==> config.mk <==
export PLATFORM = sky130hd
export DESIGN_NAME = debounced_digit_counter_glyph_out_flat
export DESIGN_NICKNAME = d
export VERILOG_FILES = /design/src/ddc_pkg.sv /design/src/ddc_in_if.sv /design/src/ddc_out_if.sv /design/src/ddc_cfg_if.sv /design/src/ddc_debounce.sv /design/src/ddc_glyph.sv /design/src/debounced_digit_counter_glyph_out.sv /design/src/flat_wrapper.sv
export SDC_FILE = /design/constraint.sdc
export NUM_CORES = 1
export LEC_CHECK = 0
export BUFFER_PORTS_ARGS = -buffer_cell sky130_fd_sc_hd__buf_4
export CAP_MARGIN = 20
export CORE_MARGIN = 1.5
export CORE_UTILIZATION = 40
export DETAILED_ROUTE_END_ITERATION = 8
export PLACE_DENSITY = 0.68
export SYNTH_ARGS = -nofsm -noshare
export SYNTH_HDL_FRONTEND = slang
export SYNTH_HIERARCHICAL = 1
export SYNTH_SLANG_ARGS = --single-unit
==> constraint.sdc <==
create_clock -name clk -period 11.93 [get_ports clk]
set_input_delay 2.386 -clock clk [delete_from_list [all_inputs] [get_ports clk]]
set_output_delay 2.386 -clock clk [all_outputs]
set_load 0.005 [all_outputs]
==> src/ddc_pkg.sv <==
// Shared types, constants and the glyph ROM for the debounced digit counter.
package ddc_pkg;

	localparam int PIXEL_COUNT = 25;
	localparam int GLYPH_N     = 5;
	localparam int IDX_W       = 5;
	localparam int POS_W       = 3;
	localparam int DIGIT_W     = 4;
	localparam int COLOR_W     = 24;
	localparam int DBN_W       = 16;
	localparam int CFG_IDX_W   = 1;
	localparam int CFG_DATA_W  = 24;

	localparam logic [DBN_W-1:0]   DBN_RESET   = 16'd50;
	localparam logic [COLOR_W-1:0] COLOR_RESET = 24'h00FF00;
	localparam logic [DIGIT_W-1:0] DIGIT_MAX   = 4'd9;

	// Configuration register indexes
	typedef enum logic [CFG_IDX_W-1:0] {
		CFG_DEBOUNCE = 1'b0,
		CFG_ON_COLOR = 1'b1
	} cfg_reg_t;

	// Input operation codes
	typedef enum logic {
		OP_TICK   = 1'b0,
		OP_REDRAW = 1'b1
	} op_t;

	// Button state
	typedef enum logic [2:0] {
		MODE_RELEASED   = 3'b001,
		MODE_PRESSED    = 3'b010,
		MODE_DEBOUNCING = 3'b100
	} mode_t;

	// Sequencer state
	typedef enum logic [4:0] {
		ST_IDLE  = 5'b00001,
		ST_RES_A = 5'b00010,
		ST_RES_B = 5'b00100,
		ST_FRAME = 5'b01000,
		ST_REL   = 5'b10000
	} seq_t;

	// Control into and out of the shared debounce unit
	typedef struct packed {
		mode_t mode;
		logic  started;
		logic  low;
	} dbn_req_t;

	typedef struct packed {
		mode_t mode;
		logic  fire;
	} dbn_rsp_t;

	// Glyph rows, top row first; column 0 is bit 4
	localparam logic [GLYPH_N-1:0] GLYPH_ROM [10][GLYPH_N] = '{
		'{5'd31, 5'd17, 5'd17, 5'd17, 5'd31},
		'{5'd4,  5'd12, 5'd4,  5'd4,  5'd14},
		'{5'd12, 5'd10, 5'd8,  5'd4,  5'd30},
		'{5'd31, 5'd1,  5'd31, 5'd1,  5'd31},
		'{5'd17, 5'd17, 5'd31, 5'd1,  5'd16},
		'{5'd15, 5'd16, 5'd7,  5'd2,  5'd15},
		'{5'd31, 5'd16, 5'd31, 5'd17, 5'd31},
		'{5'd31, 5'd2,  5'd4,  5'd8,  5'd1},
		'{5'd31, 5'd17, 5'd31, 5'd17, 5'd31},
		'{5'd31, 5'd17, 5'd31, 5'd1,  5'd31}
	};

	// One glyph row; digits above nine draw blank
	function automatic logic [GLYPH_N-1:0] glyph_row(input logic [DIGIT_W-1:0] digit,
			input logic [POS_W-1:0] row);
		logic [GLYPH_N-1:0] bits;
		bits = '0;
		if (digit <= DIGIT_MAX && row < POS_W'(GLYPH_N)) begin
			bits = GLYPH_ROM[digit][row];
		end
		return bits;
	endfunction

endpackage

==> src/ddc_in_if.sv <==
// Input channel: tick or redraw request with button levels.
interface ddc_in_if;
	logic valid;
	logic ready;
	logic op;
	logic btn_a_level;
	logic btn_b_level;

	modport source (output valid, output op, output btn_a_level, output btn_b_level,
		input ready);
	modport sink (input valid, input op, input btn_a_level, input btn_b_level,
		output ready);
endinterface

==> src/ddc_out_if.sv <==
// Output channel: one glyph pixel per beat.
interface ddc_out_if;
	logic                               valid;
	logic                               ready;
	logic [ddc_pkg::COLOR_W-1:0]        pixel_color;
	logic [ddc_pkg::IDX_W-1:0]          pixel_index;
	logic [ddc_pkg::DIGIT_W-1:0]        shown_digit;
	logic                               last_pixel;

	modport source (output valid, output pixel_color, output pixel_index,
		output shown_digit, output last_pixel, input ready);
	modport sink (input valid, input pixel_color, input pixel_index,
		input shown_digit, input last_pixel, output ready);
endinterface

==> src/ddc_cfg_if.sv <==
// Configuration write channel: register index and write data.
interface ddc_cfg_if;
	logic                              valid;
	logic                              ready;
	logic [ddc_pkg::CFG_IDX_W-1:0]     index;
	logic [ddc_pkg::CFG_DATA_W-1:0]    data;

	modport source (output valid, output index, output data, input ready);
	modport sink (input valid, input index, input data, output ready);
endinterface

==> src/ddc_debounce.sv <==
// Shared debounce resolve unit: expiry compare and wait increment for one button.
module ddc_debounce #(
	parameter int TIMER_BITS = 16
) (
	input  ddc_pkg::dbn_req_t          req,
	input  logic [TIMER_BITS-1:0]      wait_cur,
	input  logic [ddc_pkg::DBN_W-1:0]  dbn_ticks,
	output ddc_pkg::dbn_rsp_t          rsp,
	output logic [TIMER_BITS-1:0]      wait_nxt
);

	localparam int CMP_W = (TIMER_BITS > ddc_pkg::DBN_W) ? TIMER_BITS : ddc_pkg::DBN_W;

	logic expired;

	// Expired once the count reaches the setting or saturates
	assign expired = (CMP_W'(wait_cur) >= CMP_W'(dbn_ticks)) || (&wait_cur);

	always_comb begin
		rsp.mode = req.mode;
		rsp.fire = 1'b0;
		wait_nxt = wait_cur;
		if (req.mode == ddc_pkg::MODE_DEBOUNCING && !req.started) begin
			if (expired) begin
				rsp.mode = req.low ? ddc_pkg::MODE_PRESSED : ddc_pkg::MODE_RELEASED;
				rsp.fire = req.low;
			end else begin
				wait_nxt = wait_cur + TIMER_BITS'(1);
			end
		end
	end

endmodule

==> src/ddc_glyph.sv <==
// Glyph frame streamer: walks 25 pixels, looks up the ROM, drives the output register.
module ddc_glyph (
	input  logic                          clk,
	input  logic                          arst_n,
	input  logic                          start,
	input  logic [ddc_pkg::DIGIT_W-1:0]   digit,
	input  logic [ddc_pkg::COLOR_W-1:0]   on_color,
	output logic                          busy,
	ddc_out_if.source                     out_ch
);

	logic                          active_q;
	logic [ddc_pkg::IDX_W-1:0]     idx_q;
	logic [ddc_pkg::POS_W-1:0]     row_q;
	logic [ddc_pkg::POS_W-1:0]     col_q;
	logic                          out_valid_q;
	logic [ddc_pkg::COLOR_W-1:0]   color_q;
	logic [ddc_pkg::IDX_W-1:0]     index_q;
	logic [ddc_pkg::DIGIT_W-1:0]   digit_q;
	logic                          last_q;
	logic                          load;
	logic                          is_last;
	logic [ddc_pkg::GLYPH_N-1:0]   row_bits;
	logic                          lit;

	assign load    = active_q && (!out_valid_q || out_ch.ready);
	assign is_last = (idx_q == ddc_pkg::IDX_W'(ddc_pkg::PIXEL_COUNT - 1));
	assign busy    = active_q;

	// Rows go out bottom first
	always_comb begin
		row_bits = ddc_pkg::glyph_row(digit, ddc_pkg::POS_W'(ddc_pkg::GLYPH_N - 1) - row_q);
		lit      = row_bits[ddc_pkg::POS_W'(ddc_pkg::GLYPH_N - 1) - col_q];
	end

	// Pixel walk
	always_ff @(posedge clk or negedge arst_n) begin
		if (!arst_n) begin
			active_q <= 1'b0;
			idx_q    <= '0;
			row_q    <= '0;
			col_q    <= '0;
		end else if (start) begin
			active_q <= 1'b1;
			idx_q    <= '0;
			row_q    <= '0;
			col_q    <= '0;
		end else if (load) begin
			idx_q <= idx_q + ddc_pkg::IDX_W'(1);
			if (is_last) begin
				active_q <= 1'b0;
			end
			if (col_q == ddc_pkg::POS_W'(ddc_pkg::GLYPH_N - 1)) begin
				col_q <= '0;
				row_q <= row_q + ddc_pkg::POS_W'(1);
			end else begin
				col_q <= col_q + ddc_pkg::POS_W'(1);
			end
		end
	end

	// Output register
	always_ff @(posedge clk or negedge arst_n) begin
		if (!arst_n) begin
			out_valid_q <= 1'b0;
		end else if (load) begin
			out_valid_q <= 1'b1;
		end else if (out_ch.ready) begin
			out_valid_q <= 1'b0;
		end
	end

	always_ff @(posedge clk) begin
		if (load) begin
			color_q <= lit ? on_color : '0;
			index_q <= idx_q;
			digit_q <= digit;
			last_q  <= is_last;
		end
	end

	assign out_ch.valid       = out_valid_q;
	assign out_ch.pixel_color = color_q;
	assign out_ch.pixel_index = index_q;
	assign out_ch.shown_digit = digit_q;
	assign out_ch.last_pixel  = last_q;

endmodule

==> src/debounced_digit_counter_glyph_out.sv <==
// Debounced up/down digit counter streaming a 5x5 glyph per digit change or redraw.
// A tick steps through the accept, resolve A, resolve B and release states.
// Each frame streams 25 pixel beats; a tick emits at most two frames.
// A redraw streams one frame; the pixel sequencer and one shared debounce unit set this order.
// Reset (arst_n low): buttons released, wait counts and digit zero, registers at defaults.
module debounced_digit_counter_glyph_out #(
	parameter int TIMER_BITS = 16
) (
	input  logic        clk,
	input  logic        arst_n,
	ddc_in_if.sink      in_ch,
	ddc_out_if.source   out_ch,
	ddc_cfg_if.sink     cfg
);

	ddc_pkg::seq_t                 state_q;
	ddc_pkg::seq_t                 ret_q;
	ddc_pkg::mode_t                mode_a_q;
	ddc_pkg::mode_t                mode_b_q;
	logic [TIMER_BITS-1:0]         wait_a_q;
	logic [TIMER_BITS-1:0]         wait_b_q;
	logic [ddc_pkg::DIGIT_W-1:0]   digit_q;
	logic                          a_low_q;
	logic                          b_low_q;
	logic                          a_start_q;
	logic                          b_start_q;
	logic [ddc_pkg::DBN_W-1:0]     dbn_ticks_q;
	logic [ddc_pkg::COLOR_W-1:0]   on_color_q;

	ddc_pkg::dbn_req_t             dbn_req;
	ddc_pkg::dbn_rsp_t             dbn_rsp;
	logic [TIMER_BITS-1:0]         wait_sel;
	logic [TIMER_BITS-1:0]         wait_nxt;
	logic                          in_beat;
	logic                          a_low;
	logic                          b_low;
	logic                          gl_start;
	logic                          gl_busy;
	logic [ddc_pkg::DIGIT_W-1:0]   digit_up;
	logic [ddc_pkg::DIGIT_W-1:0]   digit_dn;

	assign in_ch.ready = (state_q == ddc_pkg::ST_IDLE);
	assign in_beat     = in_ch.valid && in_ch.ready;
	assign a_low       = !in_ch.btn_a_level;
	assign b_low       = !in_ch.btn_b_level;
	assign cfg.ready   = 1'b1;

	assign digit_up = (digit_q >= ddc_pkg::DIGIT_MAX) ? '0 : digit_q + ddc_pkg::DIGIT_W'(1);
	assign digit_dn = (digit_q == '0) ? ddc_pkg::DIGIT_MAX : digit_q - ddc_pkg::DIGIT_W'(1);

	// Feed the shared unit with button A or B
	always_comb begin
		if (state_q == ddc_pkg::ST_RES_B) begin
			dbn_req.mode    = mode_b_q;
			dbn_req.started = b_start_q;
			dbn_req.low     = b_low_q;
			wait_sel        = wait_b_q;
		end else begin
			dbn_req.mode    = mode_a_q;
			dbn_req.started = a_start_q;
			dbn_req.low     = a_low_q;
			wait_sel        = wait_a_q;
		end
	end

	ddc_debounce #(
		.TIMER_BITS (TIMER_BITS)
	) u_debounce (
		.req       (dbn_req),
		.wait_cur  (wait_sel),
		.dbn_ticks (dbn_ticks_q),
		.rsp       (dbn_rsp),
		.wait_nxt  (wait_nxt)
	);

	// Frame kick: redraw, or a resolved press
	assign gl_start = (in_beat && in_ch.op == ddc_pkg::OP_REDRAW)
		|| ((state_q == ddc_pkg::ST_RES_A || state_q == ddc_pkg::ST_RES_B) && dbn_rsp.fire);

	ddc_glyph u_glyph (
		.clk      (clk),
		.arst_n   (arst_n),
		.start    (gl_start),
		.digit    (digit_q),
		.on_color (on_color_q),
		.busy     (gl_busy),
		.out_ch   (out_ch)
	);

	// Configuration registers
	always_ff @(posedge clk or negedge arst_n) begin
		if (!arst_n) begin
			dbn_ticks_q <= ddc_pkg::DBN_RESET;
			on_color_q  <= ddc_pkg::COLOR_RESET;
		end else if (cfg.valid) begin
			unique case (ddc_pkg::cfg_reg_t'(cfg.index))
				ddc_pkg::CFG_DEBOUNCE: dbn_ticks_q <= cfg.data[ddc_pkg::DBN_W-1:0];
				ddc_pkg::CFG_ON_COLOR: on_color_q  <= cfg.data[ddc_pkg::COLOR_W-1:0];
			endcase
		end
	end

	// Sequencer
	always_ff @(posedge clk or negedge arst_n) begin
		if (!arst_n) begin
			state_q   <= ddc_pkg::ST_IDLE;
			ret_q     <= ddc_pkg::ST_IDLE;
			mode_a_q  <= ddc_pkg::MODE_RELEASED;
			mode_b_q  <= ddc_pkg::MODE_RELEASED;
			wait_a_q  <= '0;
			wait_b_q  <= '0;
			digit_q   <= '0;
			a_low_q   <= 1'b0;
			b_low_q   <= 1'b0;
			a_start_q <= 1'b0;
			b_start_q <= 1'b0;
		end else begin
			unique case (state_q)
				ddc_pkg::ST_IDLE: begin
					if (in_beat) begin
						if (in_ch.op == ddc_pkg::OP_REDRAW) begin
							state_q <= ddc_pkg::ST_FRAME;
							ret_q   <= ddc_pkg::ST_IDLE;
						end else begin
							state_q   <= ddc_pkg::ST_RES_A;
							a_low_q   <= a_low;
							b_low_q   <= b_low;
							a_start_q <= 1'b0;
							b_start_q <= 1'b0;
							// Start debouncing on a fresh low level
							if (mode_a_q != ddc_pkg::MODE_PRESSED
									&& mode_a_q != ddc_pkg::MODE_DEBOUNCING && a_low) begin
								mode_a_q  <= ddc_pkg::MODE_DEBOUNCING;
								wait_a_q  <= '0;
								a_start_q <= 1'b1;
							end
							if (mode_b_q != ddc_pkg::MODE_PRESSED
									&& mode_b_q != ddc_pkg::MODE_DEBOUNCING && b_low) begin
								mode_b_q  <= ddc_pkg::MODE_DEBOUNCING;
								wait_b_q  <= '0;
								b_start_q <= 1'b1;
							end
						end
					end
				end
				ddc_pkg::ST_RES_A: begin
					mode_a_q <= dbn_rsp.mode;
					wait_a_q <= wait_nxt;
					if (dbn_rsp.fire) begin
						digit_q <= digit_up;
						state_q <= ddc_pkg::ST_FRAME;
						ret_q   <= ddc_pkg::ST_RES_B;
					end else begin
						state_q <= ddc_pkg::ST_RES_B;
					end
				end
				ddc_pkg::ST_RES_B: begin
					mode_b_q <= dbn_rsp.mode;
					wait_b_q <= wait_nxt;
					if (dbn_rsp.fire) begin
						digit_q <= digit_dn;
						state_q <= ddc_pkg::ST_FRAME;
						ret_q   <= ddc_pkg::ST_REL;
					end else begin
						state_q <= ddc_pkg::ST_REL;
					end
				end
				ddc_pkg::ST_FRAME: begin
					if (!gl_busy) begin
						state_q <= ret_q;
					end
				end
				ddc_pkg::ST_REL: begin
					// Release pressed buttons whose level went high
					if (mode_a_q == ddc_pkg::MODE_PRESSED && !a_low_q) begin
						mode_a_q <= ddc_pkg::MODE_RELEASED;
					end
					if (mode_b_q == ddc_pkg::MODE_PRESSED && !b_low_q) begin
						mode_b_q <= ddc_pkg::MODE_RELEASED;
					end
					state_q <= ddc_pkg::ST_IDLE;
				end
				default: begin
					state_q <= ddc_pkg::ST_IDLE;
				end
			endcase
		end
	end

endmodule
==> src/flat_wrapper.sv <==
// flat-port wrapper written by rule: the top's interface ports become plain ports
module debounced_digit_counter_glyph_out_flat 
#(
	parameter int TIMER_BITS = 16
)
  (clk, arst_n, in_ch_valid, in_ch_op, in_ch_btn_a_level, in_ch_btn_b_level, in_ch_ready, out_ch_valid, out_ch_pixel_color, out_ch_pixel_index, out_ch_shown_digit, out_ch_last_pixel, out_ch_ready, cfg_valid, cfg_index, cfg_data, cfg_ready);
  ddc_in_if in_ch_i ();
  ddc_out_if out_ch_i ();
  ddc_cfg_if cfg_i ();
  input  logic clk;
  input  logic arst_n;
  input wire logic [$bits(in_ch_i.valid)-1:0] in_ch_valid;
  input wire logic [$bits(in_ch_i.op)-1:0] in_ch_op;
  input wire logic [$bits(in_ch_i.btn_a_level)-1:0] in_ch_btn_a_level;
  input wire logic [$bits(in_ch_i.btn_b_level)-1:0] in_ch_btn_b_level;
  output wire logic [$bits(in_ch_i.ready)-1:0] in_ch_ready;
  output wire logic [$bits(out_ch_i.valid)-1:0] out_ch_valid;
  output wire logic [$bits(out_ch_i.pixel_color)-1:0] out_ch_pixel_color;
  output wire logic [$bits(out_ch_i.pixel_index)-1:0] out_ch_pixel_index;
  output wire logic [$bits(out_ch_i.shown_digit)-1:0] out_ch_shown_digit;
  output wire logic [$bits(out_ch_i.last_pixel)-1:0] out_ch_last_pixel;
  input wire logic [$bits(out_ch_i.ready)-1:0] out_ch_ready;
  input wire logic [$bits(cfg_i.valid)-1:0] cfg_valid;
  input wire logic [$bits(cfg_i.index)-1:0] cfg_index;
  input wire logic [$bits(cfg_i.data)-1:0] cfg_data;
  output wire logic [$bits(cfg_i.ready)-1:0] cfg_ready;
  assign in_ch_i.valid = in_ch_valid;
  assign in_ch_i.op = in_ch_op;
  assign in_ch_i.btn_a_level = in_ch_btn_a_level;
  assign in_ch_i.btn_b_level = in_ch_btn_b_level;
  assign in_ch_ready = in_ch_i.ready;
  assign out_ch_valid = out_ch_i.valid;
  assign out_ch_pixel_color = out_ch_i.pixel_color;
  assign out_ch_pixel_index = out_ch_i.pixel_index;
  assign out_ch_shown_digit = out_ch_i.shown_digit;
  assign out_ch_last_pixel = out_ch_i.last_pixel;
  assign out_ch_i.ready = out_ch_ready;
  assign cfg_i.valid = cfg_valid;
  assign cfg_i.index = cfg_index;
  assign cfg_i.data = cfg_data;
  assign cfg_ready = cfg_i.ready;
  debounced_digit_counter_glyph_out #(.TIMER_BITS(TIMER_BITS)) u_core (.clk(clk), .arst_n(arst_n), .in_ch(in_ch_i), .out_ch(out_ch_i), .cfg(cfg_i));
endmodule
==> After elaboration in Yosys (flattened, before gate mapping) <==
Memories as Yosys holds them, arrays and structs flattened.
Index checks and enable logic that the tools add are counted.
Widths: inputs -> output; s select.
{ "op_classes": {"eq_ne": 24, "bitwise_logic": 4, "order_cmp": 7, "n_reduce_logical": 46, "mux": 64, "addsub": 8} }
{ "ops": {"columns": ["op", "n"], "rows": [
  ["$mux 16", 9],
  ["$mux 5", 13],
  ["$pmux 16 s2", 2],
  ["$mux 25", 2],
  ["$mux 3", 14],
  ["$mux 4", 8],
  ["$pmux 5 s4", 1],
  ["$pmux 3 s3", 2],
  ["$add 16x1->16 const B", 1],
  ["$ge 16x16->1", 1],
  ["$reduce_and 16->1", 1],
  ["$bmux 5 s3", 1],
  ["$pmux 5 s3", 1],
  ["$reduce_and 5->1", 3],
  ["$reduce_bool 2->1", 7],
  ["$logic_and 1x1->1", 12],
  ["$ne 2x2->1 const B", 6],
  ["$eq 5x5->1 const B", 2],
  ["$reduce_and 2->1", 5],
  ["$reduce_bool 3->1", 3],
  ["$ge 4x4->1 const B", 2],
  ["$mux 1", 8],
  ["$ne 2x1->1 const B", 4],
  ["$pmux 4 s2", 1],
  ["other kinds (27)", 44]
]} }
{ "totals": {"wordCells": 176, "mem_count": 1, "out_inout_bits": 37, "input_bits": 33, "romBits": 400, "regBits": 143} }
{ "memory_table": {"columns": ["name", "words", "width", "rd", "rd_ports_with_merged_regs", "wr", "line_no", "source"], "rows": [
  ["(name not given)", 16, 25, 1, 0, 0, "ddc_pkg.sv:78", "bits = GLYPH_ROM[digit][row];"]
]} }

==> Longest topological paths before layout <==
{ "logic_depth": {"word_depth": 10, "depth_mapped": 18, "mapped_depth_nobuf": 15} }

==> Cells and area by module <==
The synthesis kept the hierarchy.
{ "by_module_without_submodules": {"columns": ["mod", "n_inst", "seq_area_each_um2", "cells_each", "area_per_inst_um2"], "rows": [
  ["debounced_digit_counter_glyph_out", 1, 2371.0, 358, 4171.5],
  ["ddc_glyph", 1, 1346.3, 242, 2496.1],
  ["ddc_debounce", 1, 0.0, 117, 860.8]
]} }

==> Worst setup path after synthesis <==
Ideal clock, no wire load.
{ "synth_path": {"kind": "in2reg", "start": "in out_ch_ready", "end": "reg u_core/u_glyph/col_q[2] (netlist name)", "path_buffers": 1, "cell_stages": 7, "required_ns": 11.798, "arrival_ns": 4.342, "slack_ns": 7.456, "setup_ns": 0.132, "cell_sequence": "nand2b_1 > nand2_1 > inv_1 > clkbuf_1 > o21ai_0 > a32oi_1 > nor2_1"} }
{ "synth_between": {"elab_chain_cells": 3} }
{ "synth_lines": {"columns": ["item", "line_no", "source"], "rows": [
  ["start, declared", "flat_wrapper.sv:22", "input wire logic [$bits(out_ch_i.ready)-1:0] out_ch_ready;"],
  ["$logic_or 1x1->1", "ddc_glyph.sv:26", "assign load = active_q && (!out_valid_q || out_ch.ready);"],
  ["$logic_and 1x1->1", "ddc_glyph.sv:26", null],
  ["named net u_core.u_glyph.load", "ddc_glyph.sv:21", "logic load;"],
  ["$reduce_bool 2->1 (no source line)", null, null],
  ["end signal, assigned", "ddc_glyph.sv:57", "col_q <= col_q + ddc_pkg::POS_W'(1);"],
  ["end, declared", "ddc_glyph.sv:15", "logic [ddc_pkg::POS_W-1:0] col_q;"]
]} }
The timed path passes the listed nets, and every way through them passes these cells.
A chain may end at the register's enable or synchronous reset.

==> results_dict.tcl <==
set metrics [dict create \
    cts_resized 0 \
    crit_type "flip-flop to flip-flop" \
    yosysSeqAreaShare_pct 49.4 \
    ir_worst_vdd_uv 124 \
    ys_ff_latch 141 \
    timing.fmax_ghz 0.214 \
    status "complete, no violations" \
    drcViolationCount 0 \
    crit_slowest_cell "nand2_1" \
    synth_edf_count 34 \
    synth_most_common_cell "nand2_1" \
    async_flop_share_pct 75.9 \
    synth_top_flop_cell "dfrtp_1" \
    die_w_um 140 \
    yosys.area.top_type "dfrtp_1" \
    setup_tns_ns 0 \
    vias 5539 \
    setup_viol 0 \
    synth_area_leaders "dfrtp_1, edfxtp_1, mux2_2, ha_1, nand2_1" \
    finalHoldViolations 0 \
    cts_buffers 17 \
    gp_congestion 0.864 \
    worstPathMaxFanout 25 \
    hpwl_um 11200 \
    n_antenna_cell 0 \
    synth.net_count 784 \
    layout-drive-gt1-share_pct 23.3 \
    crit_chain "nor4_4 -> nand2_1 -> nand2_1 -> nand2_1 -> inv_1 -> ha_1 -> nand2b_1 -> a2111oi_0 -> o32a_2 -> nand2_1 -> and3_2 -> and4b_1 -> a31oi_1 -> inv_1 -> a21o_1" \
    cts_buffer_depth 2 \
    viasPerCell 5.45 \
    path_clk_slew_ns 0.06 \
    cts_setup_buffers 0 \
    clock_skew_ns 0.0132 \
    design.portCount 70 \
    tightest_slew_ns 1.08 \
    wl_per_cell_um 16.2 \
    grt_max_degree 58 \
    crit_family "simple AND/OR/NAND/NOR gates" \
    die_y_um 140 \
    drt_iter0_drc 434 \
    syn2layout_area_growth_pct 16.0 \
    syn_inst 717 \
    cp_slowest_stage_delay_ns 0.61 \
    htreeDepth 4 \
    hold-worst-slack_ns 0.492 \
    critPathRequiredTime_ns 12.24 \
    netlist_area_sq_um 7530 \
    rows 49 \
    drv_cap 0 \
    cp_num_buf_inv 2 \
    hold_class "flip-flop to flip-flop" \
    yosys_warnings 6 \
    netlist.area_leader.share_pct 30.6 \
    grt_pass1_vias 5527 \
    grt_pass1_wl_um 27900 \
    grt_antenna_before_repair 0 \
    fp.dieArea_sq_um 19700 \
    rsz0062_at_grt "no" \
    wl_met2_um 7950 \
    path_common_cell "nand2_1" \
    wl_um 16500 \
    drtAntennaViolNets 0 \
    wl_met3_um 915 \
    clock-sinks 141 \
    maxSlewHeadroom_pct 27.7 \
    synth_common_cells "nand2_1, dfrtp_1, inv_1" \
    syn-mean-instance-area_sq_um 10.5 \
    port_buffers 68 \
    synth_cell_types 78 \
    cts_root_buffer "clkbuf_16" \
    p_leak_nw 3.92 \
    period_minus_slack_ns 4.68 \
    top_layer "met4" \
    slew_violations 0 \
    firstDrtPassIters 5 \
    gr-total-overflow 0 \
    crit_path_end_kind "flip-flop" \
    cts_hold_buf 0 \
    m1WireLength_um 7460 \
    fin_nets 841 \
    pwr_density_cell_nw_per_um2 197 \
    startpoint_type "flip-flop" \
    initial_core_util_pct 41.3 \
    critPathArrivalTime_ns 4.99 \
    grt.total_usage_pct 17.8 \
    finalCritPeriodShare_pct 39.3 \
    insertion_delay_ns 0.42 \
    core_sq_um 18200 \
    cts_tree "yes" \
]
## worst reg2reg max path: cells and delay by family, from the launching register on
family	cells	cell delay, ns
buffers and inverters	2	0.37
flip-flops	1	0.46
AO/OA/AOI/OAI	4	1.39
AND/OR/NAND/NOR	8	2.13
adder cells (fa/ha/maj)	1	0.22
## power breakdown
group          leakage [nW]  switching, W  total (W)  internal (W)
registers              1.69     0.0000699   0.000693      0.000623
clock network         0.258      0.000211   0.000483      0.000272
logic                  1.97      0.000310   0.000548      0.000238
total                  3.92      0.000591    0.00172       0.00113
## kinds of logic after synthesis
| family | count (synthesis) | synth area share [%] |
|---|---|---|
| adders and majority gates | 34 | 5.65 |
| muxes | 51 | 7.51 |
| other | 1 | 0.0498 |
| DFF | 141 | 49.4 |
| and+or+nand+nor | 252 | 16.6 |
| xor gates and xnor gates | 26 | 3.02 |
| buffers and inverters | 82 | 4.65 |
| AOI/OAI and AO/OA | 130 | 13.1 |
## path summary, 6_finish.rpt
path | startpoint | endpoint | slack [ns] | cells after the start
worst max-delay path | u_core/state_q[1] | u_core/u_glyph/busy | 7.25 | 15
worst min-delay path | u_core/mode_b_q[0] | u_core/mode_b_q[0] | 0.49 | 2
worst max register to register | u_core/state_q[1] | u_core/u_glyph/busy | 7.25 | 15
worst min register to register | u_core/mode_b_q[0] | u_core/mode_b_q[0] | 0.49 | 2
max in group asynchronous | arst_n | u_core/wait_b_q[3] | 8.78 | 2
min in group asynchronous | arst_n | u_core/on_color_q[17] | 1.99 | 1
## per-layer routing
metal / track usage [%] / vias up
met3: 5.03 / 16
met5: 0 / -
met4: 5.04 / 0
met2: 29.0 / 128
li1: - / 2668
met1: 23.1 / 2727
## area by class of cell
cell class | count | area (sq um)
tap | 229 | 287
clock buffer | 19 | 443
sequential | 141 | 3720
timing repair buffer | 72 | 548
inverter | 48 | 180
clock inverter | 13 | 93.8
multi-input combinational | 494 | 3470
fill | 1678 | 9470
## stage by stage
| step | instances | total power, W | area, sq um | setup WS, ns | util (%) |
|---|---|---|---|---|---|
| after floorplan | 717 | 0.00105 | 7530 | 7.46 | - |
| after global placement | 983 | 0.00123 | 8180 | 7.38 | 44.9 |
| after detailed placement | 983 | 0.00123 | 8180 | 7.28 | 44.9 |
| after CTS | 1015 | 0.00172 | 8720 | 7.24 | 47.9 |
| after global routing | 1016 | 0.00184 | 8740 | 6.80 | 48.0 |
| final | 1016 | 0.00172 | 8740 | 7.25 | 48.0 |
## state kept, by name, summed over array words and instances, names as in the netlist, 4 cells and up
name / count
u_core/wait_a_q: 16
u_core/digit_q: 4
u_core/u_glyph/out_ch.shown_digit: 4
u_core/u_glyph/out_ch.pixel_index: 5
u_core/on_color_q: 24
u_core/dbn_ticks_q: 16
u_core/u_glyph/idx_q: 5
u_core/state_q: 5
u_core/u_glyph/out_ch.pixel_color: 24
u_core/wait_b_q: 16
## cell usage in the layout, fill, tap and decap left out, types with 4 or more instances in the layout
cell type / count
ha_1: 34
edfxtp_1: 34
nand3_1: 12
and2_1: 6
mux2_2: 44
nand2b_1: 8
o211ai_1: 6
clkbuf_16: 17
a2111oi_0: 7
xnor2_1: 20
dfrtp_1: 92
nor2_1: 45
nor2b_1: 8
xor2_1: 6
a31oi_1: 4
a21oi_1: 15
o21ai_0: 23
mux2i_1: 7
inv_1: 46
nand2_1: 112
nand4_1: 17
dfstp_2: 15
buf_4: 71
a22o_1: 32
and3_1: 7
nor4_1: 5
nor3_1: 4
Note: power is estimated with default switching activity, not from simulation.
